===== src/hdl/swhsr_pkg.sv =====
// Shared types and constants for the single-wire humidity sensor reader.
`default_nettype none

package swhsr_pkg;

	localparam int TIMER_BITS = 16;
	localparam int CFG_IDX_W  = 3;
	localparam int CFG_DATA_W = 16;
	localparam int FRAME_W    = 64;

	typedef logic [TIMER_BITS-1:0] tstamp_t;
	typedef logic [CFG_IDX_W-1:0]  cfg_idx_t;
	typedef logic [CFG_DATA_W-1:0] cfg_data_t;
	typedef logic [FRAME_W-1:0]    frame_t;

	typedef enum logic [1:0] {
		CMD_START = 2'd0,
		CMD_TICK  = 2'd1,
		CMD_EDGE  = 2'd2
	} cmd_t;

	localparam cfg_idx_t REG_WAKE_LOW = 3'd0;
	localparam cfg_idx_t REG_SETTLE   = 3'd1;
	localparam cfg_idx_t REG_ZERO_MIN = 3'd2;
	localparam cfg_idx_t REG_ZERO_MAX = 3'd3;
	localparam cfg_idx_t REG_ONE_MIN  = 3'd4;
	localparam cfg_idx_t REG_ONE_MAX  = 3'd5;

	typedef struct packed {
		logic [7:0]  wake_low_ms;
		logic [7:0]  settle_ms;
		logic [15:0] zero_min_us;
		logic [15:0] zero_max_us;
		logic [15:0] one_min_us;
		logic [15:0] one_max_us;
	} cfg_t;

	// Low byte of the sum of bytes 4..1 must match byte 0.
	function automatic logic frame_checks(frame_t f);
		logic [7:0] s;
		s = f[39:32] + f[31:24] + f[23:16] + f[15:8];
		return s == f[7:0];
	endfunction

endpackage

`default_nettype wire


===== src/hdl/swhsr_cfg.sv =====
// Configuration register file for the single-wire humidity sensor reader.
`default_nettype none

module swhsr_cfg (
	input  wire logic                 clk,
	input  wire logic                 arst_n,
	input  wire logic                 cfg_we,
	input  wire swhsr_pkg::cfg_idx_t  cfg_idx,
	input  wire swhsr_pkg::cfg_data_t cfg_wdata,
	output swhsr_pkg::cfg_t           cfg
);

	swhsr_pkg::cfg_t cfg_q;

	always_ff @(posedge clk or negedge arst_n) begin
		if (!arst_n) begin
			cfg_q.wake_low_ms <= 8'd40;
			cfg_q.settle_ms   <= 8'd6;
			cfg_q.zero_min_us <= 16'd15;
			cfg_q.zero_max_us <= 16'd30;
			cfg_q.one_min_us  <= 16'd40;
			cfg_q.one_max_us  <= 16'd74;
		end else if (cfg_we) begin
			unique case (cfg_idx)
				swhsr_pkg::REG_WAKE_LOW: cfg_q.wake_low_ms <= cfg_wdata[7:0];
				swhsr_pkg::REG_SETTLE:   cfg_q.settle_ms   <= cfg_wdata[7:0];
				swhsr_pkg::REG_ZERO_MIN: cfg_q.zero_min_us <= cfg_wdata;
				swhsr_pkg::REG_ZERO_MAX: cfg_q.zero_max_us <= cfg_wdata;
				swhsr_pkg::REG_ONE_MIN:  cfg_q.one_min_us  <= cfg_wdata;
				swhsr_pkg::REG_ONE_MAX:  cfg_q.one_max_us  <= cfg_wdata;
				default: ;
			endcase
		end
	end

	assign cfg = cfg_q;

endmodule

`default_nettype wire


===== src/hdl/single_wire_humidity_sensor_reader.sv =====
// Top level of the single-wire humidity sensor reader.
// Every input beat (start, millisecond tick or line edge) yields exactly one result beat
// carrying the status after that event; on the tick that closes the receive window the
// result also carries the 64-bit frame if its checksum matches, else zero. One beat per
// clock is sustained while out_ready is high: the beat is captured in an input
// register, the phase/timing/shift update runs as compares and a shift, and the result
// lands in an output register. While a result waits the input register takes one more
// beat, then in_ready stays low until the waiting result is taken.
`default_nettype none

module single_wire_humidity_sensor_reader (
	input  wire logic                 clk,
	input  wire logic                 arst_n,
	input  wire logic                 in_valid,
	output logic                      in_ready,
	input  wire logic [1:0]           cmd,
	input  wire logic [15:0]          timestamp_us,
	input  wire logic                 line_level,
	input  wire logic                 cfg_we,
	input  wire swhsr_pkg::cfg_idx_t  cfg_idx,
	input  wire swhsr_pkg::cfg_data_t cfg_wdata,
	output logic                      out_valid,
	input  wire logic                 out_ready,
	output logic                      line_drive_low,
	output logic                      busy_res,
	output logic                      done_res,
	output logic                      checksum_ok,
	output logic [63:0]               frame
);

	typedef enum logic [1:0] {
		PH_IDLE = 2'd0,
		PH_WAKE = 2'd1,
		PH_DATA = 2'd2
	} phase_t;

	swhsr_pkg::cfg_t cfg;

	swhsr_cfg u_cfg (
		.clk       (clk),
		.arst_n    (arst_n),
		.cfg_we    (cfg_we),
		.cfg_idx   (cfg_idx),
		.cfg_wdata (cfg_wdata),
		.cfg       (cfg)
	);

	// input register
	logic              valid_s1;
	logic [1:0]        cmd_s1;
	swhsr_pkg::tstamp_t ts_s1;
	logic              level_s1;

	// state
	phase_t             phase_q;
	logic [7:0]         ms_q;
	swhsr_pkg::tstamp_t last_q;
	swhsr_pkg::frame_t  shift_q;

	// result register
	logic              out_valid_q;
	logic              drive_q;
	logic              busy_q;
	logic              done_q;
	logic              ok_q;
	swhsr_pkg::frame_t frame_q;

	logic adv;
	assign adv      = valid_s1 && (!out_valid_q || out_ready);
	assign in_ready = !valid_s1 || adv;

	always_ff @(posedge clk or negedge arst_n) begin
		if (!arst_n) begin
			valid_s1 <= 1'b0;
		end else if (in_valid && in_ready) begin
			valid_s1 <= 1'b1;
		end else if (adv) begin
			valid_s1 <= 1'b0;
		end
	end

	always_ff @(posedge clk) begin
		if (in_valid && in_ready) begin
			cmd_s1   <= cmd;
			ts_s1    <= timestamp_us[swhsr_pkg::TIMER_BITS-1:0];
			level_s1 <= line_level;
		end
	end

	// next-state logic
	phase_t             phase_d;
	logic [7:0]         ms_d;
	swhsr_pkg::tstamp_t last_d;
	swhsr_pkg::frame_t  shift_d;
	logic               done_d;
	logic               ok_d;
	swhsr_pkg::frame_t  frame_d;
	logic [8:0]         ms_next;
	swhsr_pkg::tstamp_t pulse_w;
	logic               in_zero;
	logic               in_one;
	swhsr_pkg::frame_t  shift_z;

	always_comb begin
		phase_d = phase_q;
		ms_d    = ms_q;
		last_d  = last_q;
		shift_d = shift_q;
		done_d  = 1'b0;
		ok_d    = 1'b0;
		frame_d = '0;
		ms_next = {1'b0, ms_q} + 9'd1;
		pulse_w = ts_s1 - last_q;
		in_zero = (32'(pulse_w) > 32'(cfg.zero_min_us)) &&
		          (32'(pulse_w) < 32'(cfg.zero_max_us));
		in_one  = (32'(pulse_w) > 32'(cfg.one_min_us)) &&
		          (32'(pulse_w) < 32'(cfg.one_max_us));
		shift_z = in_zero ? {shift_q[62:0], 1'b0} : shift_q;

		case (cmd_s1)
			swhsr_pkg::CMD_START: begin
				shift_d = '0;
				last_d  = ts_s1;
				ms_d    = '0;
				phase_d = (cfg.wake_low_ms == 8'd0) ? PH_DATA : PH_WAKE;
			end
			swhsr_pkg::CMD_TICK: begin
				if (phase_q == PH_WAKE) begin
					if (ms_next >= {1'b0, cfg.wake_low_ms}) begin
						phase_d = PH_DATA;
						ms_d    = '0;
					end else begin
						ms_d = ms_next[7:0];
					end
				end else if (phase_q == PH_DATA) begin
					if (ms_next > {1'b0, cfg.settle_ms}) begin
						done_d  = 1'b1;
						ok_d    = swhsr_pkg::frame_checks(shift_q);
						frame_d = ok_d ? shift_q : '0;
						phase_d = PH_IDLE;
						ms_d    = '0;
					end else begin
						ms_d = ms_next[7:0];
					end
				end
			end
			swhsr_pkg::CMD_EDGE: begin
				last_d = ts_s1;
				// widths inside both windows shift in a 0 and then a 1
				if (!level_s1) begin
					shift_d = in_one ? {shift_z[62:0], 1'b1} : shift_z;
				end
			end
			default: ;
		endcase
	end

	always_ff @(posedge clk or negedge arst_n) begin
		if (!arst_n) begin
			phase_q     <= PH_IDLE;
			ms_q        <= '0;
			last_q      <= '0;
			shift_q     <= '0;
			out_valid_q <= 1'b0;
		end else begin
			if (adv) begin
				phase_q     <= phase_d;
				ms_q        <= ms_d;
				last_q      <= last_d;
				shift_q     <= shift_d;
				out_valid_q <= 1'b1;
			end else if (out_ready) begin
				out_valid_q <= 1'b0;
			end
		end
	end

	always_ff @(posedge clk) begin
		if (adv) begin
			drive_q <= (phase_d == PH_WAKE);
			busy_q  <= (phase_d != PH_IDLE);
			done_q  <= done_d;
			ok_q    <= ok_d;
			frame_q <= frame_d;
		end
	end

	assign out_valid      = out_valid_q;
	assign line_drive_low = drive_q;
	assign busy_res       = busy_q;
	assign done_res       = done_q;
	assign checksum_ok    = ok_q;
	assign frame          = frame_q;

endmodule

`default_nettype wire


===== config.mk =====
export PLATFORM = sky130hd
export DESIGN_NAME = single_wire_humidity_sensor_reader
export DESIGN_NICKNAME = d
export VERILOG_FILES = /design/src/hdl/swhsr_pkg.sv /design/src/hdl/swhsr_cfg.sv /design/src/hdl/single_wire_humidity_sensor_reader.sv
export SDC_FILE = /design/constraint.sdc
export NUM_CORES = 1
export LEC_CHECK = 0
export BUFFER_PORTS_ARGS = -buffer_cell sky130_fd_sc_hd__clkbuf_2
export CORE_MARGIN = 4
export CORE_UTILIZATION = 62
export CTS_BUF_LIST = sky130_fd_sc_hd__clkbuf_2 sky130_fd_sc_hd__clkbuf_4 sky130_fd_sc_hd__clkbuf_8
export DETAILED_ROUTE_END_ITERATION = 7
export HOLD_SLACK_MARGIN = 0.06
export PLACE_DENSITY = 0.88
export SLEW_MARGIN = 20
export SYNTH_ARGS = -nofsm -noshare
export SYNTH_HDL_FRONTEND = slang
export SYNTH_SLANG_ARGS = --single-unit

===== constraint.sdc =====
create_clock -name clk -period 5.2 [get_ports clk]
set_input_delay 0.52 -clock clk [delete_from_list [all_inputs] [get_ports clk]]
set_output_delay 0.52 -clock clk [all_outputs]
set_load 0.01 [all_outputs]

==> run metrics <==
Critical Path Max Stage Delay=430 ps; pwr/cell area=419.3 nW/µm²; post-synthesis simple-gate area fraction=11.05%; die width=155.7 µm; Initial DRC Count=930; Reg2Reg Setup Slack=150 ps; mux contribution to synthesized area=3.332%; clock buffer depth=3; Mapped Cells=1196; Starting Density=63.70%; Post-Syn Nets=1358; DRC Markers=0; Crit path required time=5680 ps; first-pass GRT wire length=49400 µm; Seq. cell area=6938 µm²; Placeable Area=21220 µm²; number of synthesized flops with an enable pin=87; Top Ports=113; Netlist cell types=65; Max Fclk=198.1 MHz; antenna violations before repair=1; largest family of logic cells by synthesized area=compound AO/OA/AOI/OAI gates; ys async rst share=66.41%; DP HPWL=20110 µm; Adder-Cell Fraction of Synth Area=11.85%; Slowest cell on crit path=or4_1; final setup TNS=0 ps; worst path cell trace=inv_1, ha_1, fa_1, nor2b_1, o21ai_1, a21boi_2, o41ai_1, buf_4, o2111ai_2, a31o_2, a21oi_2, xnor2_2, ha_1, and3_1, nand4_1, nor4_1, or4_1, or3_4, buf_4, nor3_4, buf_12, clkbuf_16, a22o_1, a21o_1; final worst-path cycle share=97.09%; Crit. End Element=flip-flop; Main synth FF type=dfrtp_1; largest area contributor in the netlist=dfrtp_1; gr usage total=24.89%; Worst-Margin Slew=948.4 ps; Worst Setup Start Kind=flip-flop; arrival time of the worst setup path=5530 ps; largest net degree at the start of global routing=70; Seq/Total Area, Yosys=51.33%; overflow left after global routing=0; fin. max-slew vios=0; main area contributors after synthesis=dfrtp_1 29%, edfxtp_1 19%, ha_1 9.6%; layout cells sized above 1=22.23%; Die Y-Extent=155.7 µm; GP Congestion=0.9032; commonest non-fill, non-tap cell in the layout=dfrtp_1; Mapped Area=13520 µm²; max cap viols=0; area of the multi-input gates=6007 µm²; Layout area overhead=16.00%; fillcell total=1341; Yosys warning count=0; Clock Latency Late Sink=550 ps; fraction of the mapped netlist area in compound gates=14.94%; syn_area_per_cell=11.30 µm²; Peak VDD IR=0.2975 mV; Die ar.=24230 µm²; Clock Sinks=259; NumNets Final=1517; Slew Limit Headroom=36.59%; row count=53; Top delay family on crit path=simple AND/OR/NAND/NOR gates; Leak=7.713 nW; Final setup viols=0; DR WL/cell=19.07 µm; DRT Pass-1 Iters=5; Clock Skew=13.31 ps; Synth Area in XOR/XNOR=2.407%; minimum clock period after layout=5049 ps; crit-path max FO=15; IO Port Bufs=112; Ant. Diodes=0; Synth Register Bits=259; CTS Root Cell=clkbuf_8; vias in the first global route=9755; share of the synthesized area in the top cell type=28.70%; overall power=6.574 mW; most frequent cells in the layout=155 x dfrtp_1, 121 x inv_1, 111 x clkbuf_2; Vias=9996; vias per cell=6.004; CP Class=flip-flop to flip-flop; Hold Fails Final Rpt=0; TritonCTS clock tree=yes; worst hold path type=input pin to flip-flop; Final ANT Viol Nets=0; Max H-tree Level=2; result of the run=completed; CTS clk-pin slew, worst paths=70 ps; worst path bufs/invs=5; DRT Wirelength=31750 µm; Num CTS Buffers=43
final timing paths:
check	start	cells after the start	endpoint
worst max-delay path	ts_s1[0]	24	shift_q[31]
worst min register to register	ts_s1[3]	2	last_q[3]
min in group asynchronous	arst_n	2	last_q[5]
worst max register to register	ts_s1[0]	24	shift_q[31]
max in group asynchronous	arst_n	3	u_cfg.cfg[70]
worst min-delay path	timestamp_us[7]	1	ts_s1[7]
through the flow:
stage          setup WS (ps)  cell area (µm²)  cells  hold WS (ps)  util (%)
2_1_floorplan          526.0            13520   1196         224.4         -
3_3_place_gp          -171.4            14440   1568         445.7     68.05
3_5_place_dp          -384.2            14440   1568         452.5     68.05
4_1_cts                4.031            15400   1652         114.5     72.58
5_1_grt               -45.39            15680   1665         113.9     73.89
6_report               151.1            15680   1665         139.0     73.89
power breakdown:
group | total, mW | switching (mW) | internal (mW) | leakage (nW)
sequential | 2.51 | 0.134 | 2.37 | 3.05
combinational | 2.16 | 1.25 | 0.916 | 4.17
clock | 1.90 | 0.811 | 1.09 | 0.489
total | 6.57 | 2.19 | 4.38 | 7.71
state kept, by name (all words and copies together) (netlist names):
| signal | flops |
|---|---|
| shift_q | 64 |
| line_drive_low | 1 |
| checksum_ok | 1 |
| u_cfg.cfg | 80 |
| valid_s1 | 1 |
| phase_q | 2 |
| ts_s1 | 16 |
| level_s1 | 1 |
| out_valid | 1 |
| ms_q | 8 |
| busy_res | 1 |
| done_res | 1 |
| cmd_s1 | 2 |
| last_q | 16 |
| frame | 64 |
cells in the mapped netlist, drive strengths merged (3+ instances only):
master	count
o22ai	3
edfxtp	87
a211oi	10
nor4	6
nor2b	7
dfstp	17
and3	8
xnor2	27
inv	122
and2	66
clkbuf	22
xor2	8
o21a	8
or3	4
o21ai	85
nand4	16
ha	104
a221o	8
a31oi	3
nand2b	8
nand3	19
dfrtp	155
nand2	94
nor3	24
buf	19
nor2	26
fa	15
a21oi	31
mux2	40
a22o	54
a21o	65
o31ai	4
layer usage:
layer,wire [µm],vias up,global-route usage [%]
met5,12,-,0
li1,-,4576,-
met1,12580,4815,33.72
met3,2459,117,4.827
met2,15350,486,40.74
met4,1341,2,8.504
timing repair:
action | in CTS | in global routing
hold endpoints to repair | 66 | 0
buffers inserted | 0 | 4
cloned | 3 | 8
pin swaps | 3 | 5
hold buffers | 1 | 0
endpoints found under the setup margin | 54 | 64
resized for setup | 1 | 20
cell type report:
class / count / area share [%]
clock buffers: 66 / 5.155
clock inverters: 14 / 0.7501
inverters: 122 / 2.921
multi-input cells: 777 / 38.31
flip-flops and latches: 259 / 44.25
well taps: 275 / 2.194
repair buffers: 152 / 6.424
logic make-up after synthesis:
family                   count (synthesis)
AO/OA/AOI/OAI                          292
AND/OR/NAND/NOR                        288
flip-flops                             259
buffers and inverters                  163
adder cells (fa/ha/maj)                119
multiplexers                            40
XOR/XNOR                                35
No activity file was read; power rests on OpenSTA's default activity.
